===== src/rtl/core/text_console_cursor_scroll_macros.svh =====
// Assertion macros shared by the console cursor and scroll RTL.
// Needs signals named clk and rst in the scope where a macro is used.
`ifndef TEXT_CONSOLE_CURSOR_SCROLL_MACROS_SVH
`define TEXT_CONSOLE_CURSOR_SCROLL_MACROS_SVH

// The consequent must hold in the same cycle as the antecedent.
`define TCCS_ASSERT_NOW(label, ante, cons, msg) \
  label: assert property (@(posedge clk) disable iff (rst) (ante) |-> (cons)) \
    else $error(msg);

// The consequent must hold in the cycle after the antecedent.
`define TCCS_ASSERT_NEXT(label, ante, cons, msg) \
  label: assert property (@(posedge clk) disable iff (rst) (ante) |=> (cons)) \
    else $error(msg);

`endif


===== src/rtl/core/tccs_pkg.sv =====
// Shared types and constants of the text console cursor and scroll block.
// No dependencies; tccs_datapath, tccs_ctrl and the top level import this package.
package tccs_pkg;

  // Geometry and register defaults.
  localparam int unsigned TCCS_ROWS    = 25;
  localparam logic [7:0]  COLS_RESET   = 8'd80;
  localparam logic [7:0]  COLS_MAX     = 8'd132;
  localparam int unsigned ADDR_W       = 3;
  localparam int unsigned DIV_W        = 12;

  // Register indexes, decoded from paddr[2].
  localparam logic REG_COLUMNS = 1'b0;

  // Character codes with special meaning.
  localparam logic [7:0] CH_NUL = 8'd0;
  localparam logic [7:0] CH_BS  = 8'd8;
  localparam logic [7:0] CH_NL  = 8'd10;
  localparam logic [7:0] CH_CR  = 8'd13;

  // Blank cell: attribute 0x07, character 0.
  localparam logic [10:0] CELL_BLANK = 11'h700;

  // Commands from the controller to the datapath.
  typedef struct packed {
    logic load_char;
    logic div_start;
    logic take_col;
    logic take_row;
    logic update;
    logic load_out;
  } tccs_cmd_t;

  // Status from the datapath to the controller.
  typedef struct packed {
    logic div_done;
    logic out_free;
  } tccs_stat_t;

endpackage


===== src/rtl/core/tccs_div.sv =====
// Restoring divider, one quotient bit per cycle, for the console datapath.
// Depends on the assertion macro header.
`include "text_console_cursor_scroll_macros.svh"

module tccs_div #(
  parameter int unsigned W = 12
) (
  input  logic         clk,
  input  logic         rst,
  input  logic         start,
  input  logic [W-1:0] dividend,
  input  logic [W-1:0] divisor,
  output logic         done,
  output logic [W-1:0] quotient,
  output logic [W-1:0] remainder
);

  localparam int unsigned CNT_W = $clog2(W + 1);
  localparam logic [CNT_W-1:0] CNT_LAST = CNT_W'(W - 1);

  logic             busy;
  logic [CNT_W-1:0] cnt;
  logic [W-1:0]     rem;
  logic [W-1:0]     quo;
  logic [W:0]       shifted;
  logic             fits;

  // Trial subtraction of one step.
  assign shifted = {rem, quo[W-1]};
  assign fits    = shifted >= {1'b0, divisor};

  // Iteration registers and the done pulse.
  always_ff @(posedge clk) begin
    if (rst) begin
      busy <= 1'b0;
      done <= 1'b0;
      cnt  <= '0;
    end else begin
      done <= 1'b0;
      if (start) begin
        busy <= 1'b1;
        cnt  <= '0;
        rem  <= '0;
        quo  <= dividend;
      end else if (busy) begin
        rem <= fits ? W'(shifted - {1'b0, divisor}) : shifted[W-1:0];
        quo <= {quo[W-2:0], fits};
        cnt <= cnt + 1'b1;
        if (cnt == CNT_LAST) begin
          busy <= 1'b0;
          done <= 1'b1;
        end
      end
    end
  end

  assign quotient  = quo;
  assign remainder = rem;

  `TCCS_ASSERT_NOW(a_rem_below_divisor, done, rem < divisor, "remainder not below divisor")

endmodule


===== src/rtl/core/tccs_datapath.sv =====
// Datapath of the console block: configuration, cursor and top row state,
// divider, cursor update and the result register. Uses tccs_pkg and tccs_div.
`include "text_console_cursor_scroll_macros.svh"

module tccs_datapath #(
  parameter int unsigned ROWS = tccs_pkg::TCCS_ROWS
) (
  input  logic               clk,
  input  logic               rst,
  input  tccs_pkg::tccs_cmd_t  cmd,
  output tccs_pkg::tccs_stat_t stat,
  input  logic               col_wr,
  input  logic [7:0]         col_wdata,
  output logic [7:0]         columns,
  input  logic [7:0]         char_code,
  output logic               res_valid,
  input  logic               res_stall,
  output logic               cell_write,
  output logic [11:0]        cell_index,
  output logic [10:0]        cell_value,
  output logic               clear_row,
  output logic [4:0]         clear_row_index,
  output logic [4:0]         top_row,
  output logic [4:0]         cursor_row,
  output logic [7:0]         cursor_col
);
  import tccs_pkg::*;

  localparam logic [4:0] ROW_LAST = 5'(ROWS - 1);
  localparam logic [4:0] ROW_NUM  = 5'(ROWS);

  // Reciprocal of ROWS, exact for every 12-bit quotient while ROWS is below 32.
  localparam int unsigned REC_SHIFT = DIV_W + 5;
  localparam logic [REC_SHIFT-1:0] ROW_RECIP = REC_SHIFT'((2 ** REC_SHIFT + ROWS - 1) / ROWS);

  logic [11:0] cursor_index;
  logic [4:0]  start_row;
  logic [7:0]  char_q;
  logic [7:0]  col_q;
  logic [4:0]  row_q;
  logic [7:0]  eff_cols;

  logic [DIV_W-1:0] div_dividend, div_divisor, div_quo, div_rem;
  logic             div_done;

  // Row reduction modulo ROWS.
  logic [DIV_W+REC_SHIFT-1:0] recip_prod;
  logic [DIV_W-1:0]           row_quo, row_mod;

  // Update stage registers.
  logic [4:0]  nrow, wrow, ntop, cidx;
  logic [7:0]  ncol, wcol;
  logic        wr, clr;
  logic [10:0] wval;

  // Next values of the update stage.
  logic [4:0]  nrow_next, wrow_next, ntop_next, cidx_next;
  logic [7:0]  ncol_next, wcol_next;
  logic        wr_next, clr_next, check;
  logic [10:0] wval_next;

  logic [12:0] widx_full, cur_full;
  logic [4:0]  srow;
  logic [4:0]  scroll_top;

  // Columns clamped to the legal range.
  always_comb begin
    if (columns == 8'd0) begin
      eff_cols = 8'd1;
    end else if (columns > COLS_MAX) begin
      eff_cols = COLS_MAX;
    end else begin
      eff_cols = columns;
    end
  end

  // The divider splits the cursor into a row quotient and a column.
  assign div_dividend = cursor_index;
  assign div_divisor  = {4'd0, eff_cols};

  tccs_div #(.W(DIV_W)) u_div (
    .clk       (clk),
    .rst       (rst),
    .start     (cmd.div_start),
    .dividend  (div_dividend),
    .divisor   (div_divisor),
    .done      (div_done),
    .quotient  (div_quo),
    .remainder (div_rem)
  );

  // The row quotient is reduced modulo ROWS: estimate, then subtract.
  assign recip_prod = {{REC_SHIFT{1'b0}}, div_quo} * {{DIV_W{1'b0}}, ROW_RECIP};
  assign row_mod    = div_quo - row_quo * DIV_W'(ROWS);

  // Cursor movement on the store row and column.
  always_comb begin
    nrow_next = row_q;
    ncol_next = col_q;
    wrow_next = row_q;
    wcol_next = col_q;
    wr_next   = 1'b0;
    wval_next = '0;
    check     = 1'b0;
    case (char_q)
      CH_NUL: begin
      end
      CH_NL: begin
        ncol_next = '0;
        nrow_next = (row_q == ROW_LAST) ? 5'd0 : row_q + 5'd1;
        check     = 1'b1;
      end
      CH_CR: begin
        ncol_next = '0;
      end
      CH_BS: begin
        if (!(row_q == start_row && col_q == 8'd0)) begin
          if (col_q == 8'd0) begin
            ncol_next = eff_cols - 8'd1;
            nrow_next = (row_q == 5'd0) ? ROW_LAST : row_q - 5'd1;
          end else begin
            ncol_next = col_q - 8'd1;
          end
        end
        wr_next   = 1'b1;
        wrow_next = nrow_next;
        wcol_next = ncol_next;
        wval_next = CELL_BLANK;
      end
      default: begin
        wr_next   = 1'b1;
        wval_next = CELL_BLANK | {3'd0, char_q};
        if (col_q == eff_cols - 8'd1) begin
          ncol_next = '0;
          nrow_next = (row_q == ROW_LAST) ? 5'd0 : row_q + 5'd1;
        end else begin
          ncol_next = col_q + 8'd1;
        end
        check = 1'b1;
      end
    endcase
    // Reaching the first cell of the top row scrolls the screen.
    clr_next  = check && nrow_next == start_row && ncol_next == 8'd0;
    cidx_next = clr_next ? start_row : 5'd0;
    if (clr_next) begin
      ntop_next = (start_row == ROW_LAST) ? 5'd0 : start_row + 5'd1;
    end else begin
      ntop_next = start_row;
    end
  end

  // Store indexes and the screen-relative row of the result.
  assign widx_full = {8'd0, wrow} * {5'd0, eff_cols} + {5'd0, wcol};
  assign cur_full  = {8'd0, nrow} * {5'd0, eff_cols} + {5'd0, ncol};
  assign srow      = (nrow >= ntop) ? nrow - ntop : nrow + ROW_NUM - ntop;

  // Top row expected after a scroll of the reported row.
  assign scroll_top = (clear_row_index == ROW_LAST) ? 5'd0 : clear_row_index + 5'd1;

  assign stat.div_done = div_done;
  assign stat.out_free = !res_valid || !res_stall;

  // State, stage and result registers.
  always_ff @(posedge clk) begin
    if (rst) begin
      columns      <= COLS_RESET;
      cursor_index <= '0;
      start_row    <= '0;
      res_valid    <= 1'b0;
    end else begin
      if (col_wr) begin
        columns <= col_wdata;
      end
      if (cmd.load_char) begin
        char_q <= char_code;
      end
      if (cmd.take_col) begin
        col_q   <= div_rem[7:0];
        row_quo <= recip_prod[DIV_W+REC_SHIFT-1:REC_SHIFT];
      end
      if (cmd.take_row) begin
        row_q <= row_mod[4:0];
      end
      if (cmd.update) begin
        nrow <= nrow_next;
        ncol <= ncol_next;
        wrow <= wrow_next;
        wcol <= wcol_next;
        wr   <= wr_next;
        wval <= wval_next;
        clr  <= clr_next;
        cidx <= cidx_next;
        ntop <= ntop_next;
      end
      if (cmd.load_out) begin
        res_valid       <= 1'b1;
        cursor_index    <= cur_full[11:0];
        start_row       <= ntop;
        cell_write      <= wr;
        cell_index      <= wr ? widx_full[11:0] : 12'd0;
        cell_value      <= wr ? wval : 11'd0;
        clear_row       <= clr;
        clear_row_index <= cidx;
        top_row         <= ntop;
        cursor_row      <= srow;
        cursor_col      <= ncol;
      end else if (res_valid && !res_stall) begin
        res_valid <= 1'b0;
      end
    end
  end

  `TCCS_ASSERT_NOW(a_top_in_range, 1'b1, start_row <= ROW_LAST, "top row out of range")
  `TCCS_ASSERT_NOW(a_col_in_range, res_valid, cursor_col < eff_cols, "cursor column past row")
  `TCCS_ASSERT_NOW(a_scroll_advances, res_valid && clear_row, top_row == scroll_top, "top row kept")

endmodule


===== src/rtl/core/tccs_ctrl.sv =====
// Controller of the console block: sequences the division, the row reduction,
// the update and the result load. Uses tccs_pkg for the command and status structs.
module tccs_ctrl (
  input  logic                 clk,
  input  logic                 rst,
  input  logic                 char_valid,
  output logic                 char_stall,
  output tccs_pkg::tccs_cmd_t  cmd,
  input  tccs_pkg::tccs_stat_t stat
);
  import tccs_pkg::*;

  typedef enum logic [2:0] {
    ST_IDLE,
    ST_DIV_COL,
    ST_DIV_ROW,
    ST_UPDATE,
    ST_DELIVER
  } state_t;

  state_t state;

  // State and the input stall.
  always_ff @(posedge clk) begin
    if (rst) begin
      state      <= ST_IDLE;
      char_stall <= 1'b0;
    end else begin
      unique case (state)
        ST_IDLE: begin
          if (char_valid) begin
            state      <= ST_DIV_COL;
            char_stall <= 1'b1;
          end
        end
        ST_DIV_COL: begin
          if (stat.div_done) begin
            state <= ST_DIV_ROW;
          end
        end
        ST_DIV_ROW: begin
          state <= ST_UPDATE;
        end
        ST_UPDATE: begin
          state <= ST_DELIVER;
        end
        ST_DELIVER: begin
          if (stat.out_free) begin
            state      <= ST_IDLE;
            char_stall <= 1'b0;
          end
        end
        default: begin
          state      <= ST_IDLE;
          char_stall <= 1'b0;
        end
      endcase
    end
  end

  // Commands decoded from state and status.
  always_comb begin
    cmd.load_char = (state == ST_IDLE) && char_valid;
    cmd.div_start = cmd.load_char;
    cmd.take_col  = (state == ST_DIV_COL) && stat.div_done;
    cmd.take_row  = (state == ST_DIV_ROW);
    cmd.update    = (state == ST_UPDATE);
    cmd.load_out  = (state == ST_DELIVER) && stat.out_free;
  end

endmodule


===== src/rtl/core/text_console_cursor_scroll.sv =====
// Text console cursor and scroll control: top level with the APB-style port.
// Uses tccs_pkg, tccs_ctrl and tccs_datapath (which holds tccs_div).
//
// Usage: one character code per transaction on char_code (char_valid and
// char_stall). Each accepted code yields exactly one result transaction on
// res_valid and res_stall: the cell write, the row clear, the top row and the
// cursor position on screen. Codes 10, 13 and 8 are newline, return and
// backspace, 0 changes nothing, all others are written with attribute 0x07.
// Steps: the bit-serial divider splits the cursor by columns, the row is then
// reduced modulo ROWS by a reciprocal multiplication, the update stage runs
// and the result register is loaded. char_stall stays high from acceptance
// until that load, so a new code waits until the last one is through.
// The next code is accepted while an earlier result still waits in the
// output register; a stalled receiver holds the result and, once a second
// result is ready, holds char_stall high as well.
// Reset (rst, synchronous) sets columns to 80, cursor and top row to zero.
// The columns register is at byte address 0; write it only while idle.
module text_console_cursor_scroll #(
  parameter int unsigned ROWS = tccs_pkg::TCCS_ROWS
) (
  input  logic                        clk,
  input  logic                        rst,
  input  logic                        psel,
  input  logic                        penable,
  input  logic                        pwrite,
  input  logic [tccs_pkg::ADDR_W-1:0] paddr,
  input  logic [31:0]                 pwdata,
  output logic [31:0]                 prdata,
  output logic                        pready,
  input  logic                        char_valid,
  output logic                        char_stall,
  input  logic [7:0]                  char_code,
  output logic                        res_valid,
  input  logic                        res_stall,
  output logic                        cell_write,
  output logic [11:0]                 cell_index,
  output logic [10:0]                 cell_value,
  output logic                        clear_row,
  output logic [4:0]                  clear_row_index,
  output logic [4:0]                  top_row,
  output logic [4:0]                  cursor_row,
  output logic [7:0]                  cursor_col
);
  import tccs_pkg::*;

  tccs_cmd_t  cmd;
  tccs_stat_t stat;
  logic       col_wr;
  logic [7:0] columns;
  logic       reg_sel;

  // Register decode: the upper address bit selects the register.
  assign reg_sel = paddr[ADDR_W-1];
  assign pready  = 1'b1;
  assign col_wr  = psel && penable && pwrite && pready && (reg_sel == REG_COLUMNS);
  assign prdata  = (reg_sel == REG_COLUMNS) ? {24'd0, columns} : 32'd0;

  tccs_ctrl u_ctrl (
    .clk        (clk),
    .rst        (rst),
    .char_valid (char_valid),
    .char_stall (char_stall),
    .cmd        (cmd),
    .stat       (stat)
  );

  tccs_datapath #(.ROWS(ROWS)) u_datapath (
    .clk             (clk),
    .rst             (rst),
    .cmd             (cmd),
    .stat            (stat),
    .col_wr          (col_wr),
    .col_wdata       (pwdata[7:0]),
    .columns         (columns),
    .char_code       (char_code),
    .res_valid       (res_valid),
    .res_stall       (res_stall),
    .cell_write      (cell_write),
    .cell_index      (cell_index),
    .cell_value      (cell_value),
    .clear_row       (clear_row),
    .clear_row_index (clear_row_index),
    .top_row         (top_row),
    .cursor_row      (cursor_row),
    .cursor_col      (cursor_col)
  );

endmodule

===== config.mk =====
export PLATFORM = sky130hd
export DESIGN_NAME = text_console_cursor_scroll
export DESIGN_NICKNAME = d
export VERILOG_FILES = /design/src/rtl/core/tccs_pkg.sv /design/src/rtl/core/tccs_div.sv /design/src/rtl/core/tccs_datapath.sv /design/src/rtl/core/tccs_ctrl.sv /design/src/rtl/core/text_console_cursor_scroll.sv
export VERILOG_INCLUDE_DIRS = /design/src /design/src/rtl/core
export SDC_FILE = /design/constraint.sdc
export NUM_CORES = 1
export LEC_CHECK = 0
export BUFFER_PORTS_ARGS = -buffer_cell sky130_fd_sc_hd__buf_2
export CAP_MARGIN = 25
export CORE_MARGIN = 2
export CORE_UTILIZATION = 50
export DETAILED_ROUTE_END_ITERATION = 8
export PLACE_DENSITY = 0.69
export SLEW_MARGIN = 20
export SYNTH_ARGS = -nofsm -noshare
export SYNTH_HDL_FRONTEND = slang
export SYNTH_SLANG_ARGS = --single-unit

===== constraint.sdc =====
create_clock -name clk -period 5.9 [get_ports clk]
set_input_delay 1.18 -clock clk [delete_from_list [all_inputs] [get_ports clk]]
set_output_delay 1.18 -clock clk [all_outputs]
set_load 0.03 [all_outputs]

# Word-level counts from Yosys, hierarchy flattened
# Cells that the tools add are included.
# classes
n_addsub	14
mul	4
n_lt_le_gt_ge	3
eq_ne	16
n_mux	38
n_bitwise	4
n_reduce_logical	36
# ops
cell	count
8-bit 2-to-1 mux	7
12-bit 2-to-1 mux	4
5-bit 2-to-1 mux	9
8-bit logical NOT	4
12-bit by 13-bit multiplier with 25-bit output (second input constant)	1
12-bit by 8-bit adder with 12-bit output	2
8-bit by 4-bit equality test with 1-bit output (second input constant)	3
5-bit by 8-bit multiplier with 12-bit output	2
8-bit one-hot mux with 3 select lines	1
11-bit one-hot mux with 2 select lines	1
8-bit by 1-bit subtractor with 8-bit output (second input constant)	2
3-bit one-hot mux with 5 select lines	1
5-bit one-hot mux with 3 select lines	1
5-bit subtractor	3
13-bit by 8-bit greater-or-equal comparator with 1-bit output	1
2-bit AND reduction	6
3-bit OR reduction	4
12-bit by 8-bit subtractor with 12-bit output	1
5-bit by 1-bit adder with 5-bit output (second input constant)	2
5-bit equality test	2
5-bit equality test (second input constant)	2
1-bit logical AND	10
1-bit 2-to-1 mux	10
3-bit 2-to-1 mux	3
23 further kinds	33
# word_totals
ff_bits	186
in_bits	50
output_inout_bits	83

# Logic depth before layout (Yosys ltp)
# depth
depth_word	11
depth_mapped	24
depth_no_buf	21

# Modules after synthesis
# A second synthesis with hierarchy kept.
# hier_totals
cells_unflattened	1512
hier_area_um2	15347.2
# modules_own_cells
module	n_inst	cells_each	area_per_inst_um2	seq_area_each_um2
tccs_datapath	1	1262	12853.6	4093.9
tccs_div	1	189	1968.1	840.8
text_console_cursor_scroll	1	36	275.3	0.0
tccs_ctrl	1	25	250.2	80.1

# Worst setup path before layout
# No wires, ideal clock.
# synth_timing
kind	flip-flop to flip-flop
start	register u_datapath.columns[4]
end	register u_datapath.cell_index[11], data pin
setup_time_ns	0.255
arrival_ns	4.963
required_ns	5.645
setup_slack_ns	0.682
path_stages_with_launch	22
period_less_slack_ns	5.218
path_cell_list	dfxtp_1 buf_2 or4_4 buf_6 o21ai_4 a21o_1 clkbuf_1 nand2_1 fa_1 fa_1 fa_1 inv_1 ha_1 a21o_1 a21o_1 a21oi_1 o21bai_1 a21o_1 a21o_1 a21oi_1 xnor2_1 and2_1
# synth_between
elab_chain_len	5
# synth_rtl
element	line_no	source
start: declaration	tccs_datapath.sv:14	output logic [7:0] columns,
start signal: assignment	tccs_datapath.sv:172	columns <= col_wdata;
8-bit > comparator	tccs_datapath.sv:70	end else if (columns > COLS_MAX) begin
8-bit 2-to-1 mux	tccs_datapath.sv:70	
8-bit 2-to-1 mux *	tccs_datapath.sv:68	if (columns == 8'd0) begin
5-bit by 8-bit multiplier with 12-bit output *	tccs_datapath.sv:153	assign widx_full = {8'd0, wrow} * {5'd0, eff_cols} + {5'd0, wcol};
12-bit by 8-bit adder with 12-bit output *	tccs_datapath.sv:153	
end signal: assignment	tccs_datapath.sv:200	cell_index <= wr ? widx_full[11:0] : 12'd0;
end: declaration	tccs_datapath.sv:19	output logic [11:0] cell_index,
# Every way passes the cells marked *; elsewhere a longest branch is shown, timed or not.
# A chain may end at the register's enable or synchronous reset.

# Worst setup path in the final report
# layout_timing
start	register u_datapath.u_div.quo[6] (netlist: u_datapath.u_div.quotient[6])
end	register u_datapath.row_quo[4], data pin
# layout_between
elab_chain_len	1
# layout_rtl
element	line_no	source
start: declaration	tccs_div.sv:24	logic [W-1:0] quo;
start signal: assignment	tccs_div.sv:44	quo <= dividend;
start signal: assignment	tccs_div.sv:47	quo <= {quo[W-2:0], fits};
12-bit by 13-bit multiplier with 25-bit output	tccs_datapath.sv:93	assign recip_prod = {{REC_SHIFT{1'b0}}, div_quo} * {{DIV_W{1'b0}}, ROW_RECIP};
named net u_datapath.recip_prod[21]	tccs_datapath.sv:47	logic [DIV_W+REC_SHIFT-1:0] recip_prod;
end signal: assignment	tccs_datapath.sv:179	row_quo <= recip_prod[DIV_W+REC_SHIFT-1:REC_SHIFT];
end: declaration	tccs_datapath.sv:48	logic [DIV_W-1:0] row_quo, row_mod;
# The timed path passes the listed nets, and every way through them passes these cells.

==> reports/metrics.sh <==
CRITPATHARRIVALTIME_NS=5.64
ASYNC_FLOP_SHARE_PCT=0
GLOBALROUTETOTALUTIL_PCT=23.0
DIE_W_MICRONS=177
UNREPAIRED_SETUP_ENDPOINTS_AFTER_GLOBAL_ROUTING='no'
ROUTEDWLPERCELL_MICRONS=17.2
CTS_BUFFER_DEPTH=2
MIN-DELAY-PATH-CLASS='flip-flop to flip-flop'
CLK-INSERTION-DELAY-LATE_NS=0.44
CTS_SINKS=179
DRT_ITER0_DRC=777
REQUIRED_NS=6.09
SYNTH.DISTINCT_CELLS=83
INITIAL_ANTENNA_VIOLATION_COUNT=0
ROUTE.DETAILED.VIAS_PER_INST=5.50
SYNTH_LARGEST_TYPE_AREA_FRACTION_PCT=28.6
CTS_MADE_BUFFERS=17
MOSTFREQUENTLAYOUTCELL='sky130_fd_sc_hd__inv_1'
GRT_MAX_DEGREE=48
HOLDBUFCOUNTCTS=0
CORE_AREA_SQ_UM=29600
FMAX_GHz=0.183
POWER_LEAKAGE_nW=7.13
DETAILROUTE.VIA_COUNT=11000
PLACE.PORT_BUFFERS=81
HOLD_VIOL=0
SETUP_VIOL=0
GR-USAGE-MET3_PCT=2.49
DETAILED_PLACE_HPWL_MM=27.0
REPORT.FINAL.SLEW_VIOL_COUNT=0
GRT_UTIL_MET1_PCT=31.0
DRT_DRC_VIOLATIONS_LEFT=0
AREAGROWTHSYNTHTOFINISH_PCT=8.93
FINISH.UTILIZATION_PCT=55.2
FINAL_NETS=1899
FLOORPLAN.IO_PINS=133
CTS.CLK_SLEW.WORST_PATHS_NS=0.08
SYN_AREA_SQ_UM=15000
ELEMENT_TYPE_AT_THE_CRITICAL_PATH_END='flip-flop'
GROUTE.LAYER.MET2.USAGE_PCT=39.1
SETUP_SLACK_NS=0.443
YOSYS_WARNINGS=0
YS_TOP_CELLS_BY_AREA='sky130_fd_sc_hd__edfxtp_1 (29%), sky130_fd_sc_hd__fa_1 (13%), sky130_fd_sc_hd__ha_1 (13%), sky130_fd_sc_hd__inv_1 (5.1%), sky130_fd_sc_hd__dfxtp_1 (4.8%)'
START_UTIL_PCT=50.7
GLOBALROUTE.BUSIESTLAYER='met2'
PLACEMENT_ROWS=63
ANTENNA_CELLS=0
POSTSYNTHREGISTERBITS=179
SYN_AREA_PER_CELL_SQ_UM=9.73
FINAL_ANTENNA_NET_COUNT=0
CRITICAL_PATH.MAX_FANOUT=5
CRITPATHKIND='flip-flop to flip-flop'
CLOCK_TREE.ROOT_CELL='sky130_fd_sc_hd__clkbuf_16'
OVERFLOW=0
DIE_H_MICRONS=177
MAX-VDD-IR-DROP_uV=277
SYNTH-EDFF-COUNT=143
DRIVE_ABOVE_1_SHARE_PCT=10.4
LAYOUT_MIN_CYCLE_TIME_NS=5.46
TRITONCTS='done'
CLOCK-SKEW-FINAL_NS=0.0111
SYNTH.YOSYS.SEQ_AREA_SHARE_PCT=33.5
POST_CTS_RESIZED=0
SETUP-TNS-FINAL_NS=0
OUTCOME='completed'
DIE_AREA_SQ_UM=31400
FIRST_PASS_ITERS=7
WORST_PIN_SLEW_NS=0.969
PLACEMENT.SETUP.WORST_SLACK_NS=0.482
POST-CTS-SETUP-BUFFERS=0
POWER.DENSITY_nW_PER_UM2=227
NUMBER_OF_GLOBAL_ROUTE_VIAS_BEFORE_REPAIR=10800
POSTSYNTH.TOPFLOPCELL='sky130_fd_sc_hd__edfxtp_1'
TIMING.MAX_SLEW.REL_SLACK_PCT=34.7
SYNTHDOMINANTAREACELLTYPE='sky130_fd_sc_hd__edfxtp_1'
PERIOD_SHARE_PCT=92.5
GRT_PASS1_WL_MM=56.5
LAYOUT.FILLER_CELLS=2631
CLOCK_TREE.HTREE_LEVEL_COUNT=4
ROUTE.FINAL.WIRE_LENGTH_MM=34.5
ROUTABILITYCONGESTION=0.935
NUMBER_OF_CELLS_PRODUCED_BY_SYNTHESIS=1540
START_KIND='flip-flop'
LAYOUT_COMMON_CELLS='sky130_fd_sc_hd__inv_1 (204), sky130_fd_sc_hd__ha_1 (151), sky130_fd_sc_hd__edfxtp_1 (143)'
CAP_VIOLATIONS=0
[worst paths after layout]
| kind | depth (start not counted) | startpoint | end | slack, ns |
|---|---|---|---|---|
| max | 15 | u_datapath.u_div.quotient[6] | u_datapath.row_quo[4] | 0.44 |
| min | 0 | u_datapath.clr | u_datapath.clear_row | 0.42 |
| max reg2reg | 15 | u_datapath.u_div.quotient[6] | u_datapath.row_quo[4] | 0.44 |
| min reg2reg | 0 | u_datapath.clr | u_datapath.clear_row | 0.42 |
[critical path: stages, from the launching register on]
cell	delay [ns]
sky130_fd_sc_hd__edfxtp_1	0.51
sky130_fd_sc_hd__inv_1	0.13
sky130_fd_sc_hd__fa_1	0.62
sky130_fd_sc_hd__fa_1	0.47
sky130_fd_sc_hd__fa_1	0.57
sky130_fd_sc_hd__inv_1	0.07
sky130_fd_sc_hd__fa_1	0.50
sky130_fd_sc_hd__fa_1	0.49
sky130_fd_sc_hd__ha_1	0.32
sky130_fd_sc_hd__a21o_1	0.18
sky130_fd_sc_hd__a211o_1	0.31
sky130_fd_sc_hd__or3_1	0.31
sky130_fd_sc_hd__o221ai_1	0.30
sky130_fd_sc_hd__a21oi_1	0.17
sky130_fd_sc_hd__a21oi_1	0.20
sky130_fd_sc_hd__xnor2_1	0.08
[power breakdown]
part / switching (mW) / internal [mW]
Sequential: 0.0299 / 1.40
Clock: 0.562 / 0.571
Combinational: 0.639 / 0.514
Total: 1.23 / 2.48
[stage by stage]
stage | cell area, sq um | total power, mW | cells | hold slack (ns)
finish | 16300 | 3.71 | 2001 | 0.422
floorplan | 15100 | 2.37 | 1563 | 0.400
global placement | 15700 | 2.58 | 1966 | 0.404
global route | 16300 | 4.01 | 2001 | 0.436
detailed placement | 15700 | 2.63 | 1968 | 0.405
CTS | 16300 | 3.76 | 2000 | 0.424
[sequential cells by signal, indices dropped and copies added, names as in the netlist, 8 cells and up]
name	cells
u_datapath.columns	8
u_datapath.col_q	8
u_datapath.wcol	8
u_datapath.cursor_col	8
u_datapath.cell_value	9
u_datapath.wval	9
u_datapath.cell_index	12
u_datapath.u_div.remainder	12
u_datapath.ncol	8
u_datapath.char_q	8
u_datapath.u_div.quotient	12
u_datapath.cursor_index	12
[metal layers]
metal  vias to the layer above  wire, microns
met3                        53           1530
met1                      5329          15200
met4                         0            700
met5                         -              0
li1                       5292              -
met2                       336          17000
[cell usage after synthesis, drive strengths merged, types with 37 or more instances]
| master | count |
|---|---|
| a21oi | 70 |
| clkbuf | 57 |
| ha | 151 |
| nand2 | 136 |
| and2 | 64 |
| edfxtp | 143 |
| buf | 37 |
| nor2 | 98 |
| xnor2 | 52 |
| fa | 100 |
| o21ai | 58 |
| inv | 205 |
[final cells by class]
cell class / count / area [sq um] / share of cell area [%]
clock inverters: 14 / 159 / 0.973
clock buffers: 18 / 429 / 2.63
flip-flops and latches: 179 / 5010 / 30.7
well taps: 390 / 488 / 2.99
repair buffers: 110 / 633 / 3.88
inverters: 207 / 777 / 4.76
multi-input cells: 1083 / 8830 / 54.1
[cell families (layout without fill, tap and decap cells)]
group / after synthesis / after routing / synth area share, %
adders and majority gates: 251 / 251 / 26.0
xor gates and xnor gates: 73 / 73 / 4.27
and+or+nand+nor: 459 / 459 / 15.4
DFF: 179 / 179 / 33.5
buffers and inverters: 301 / 349 / 8.36
AOI/OAI and AO/OA: 257 / 257 / 11.2
other: 2 / 25 / 0.0501
muxes: 18 / 18 / 1.26
Power figures use the tool's default switching activity.
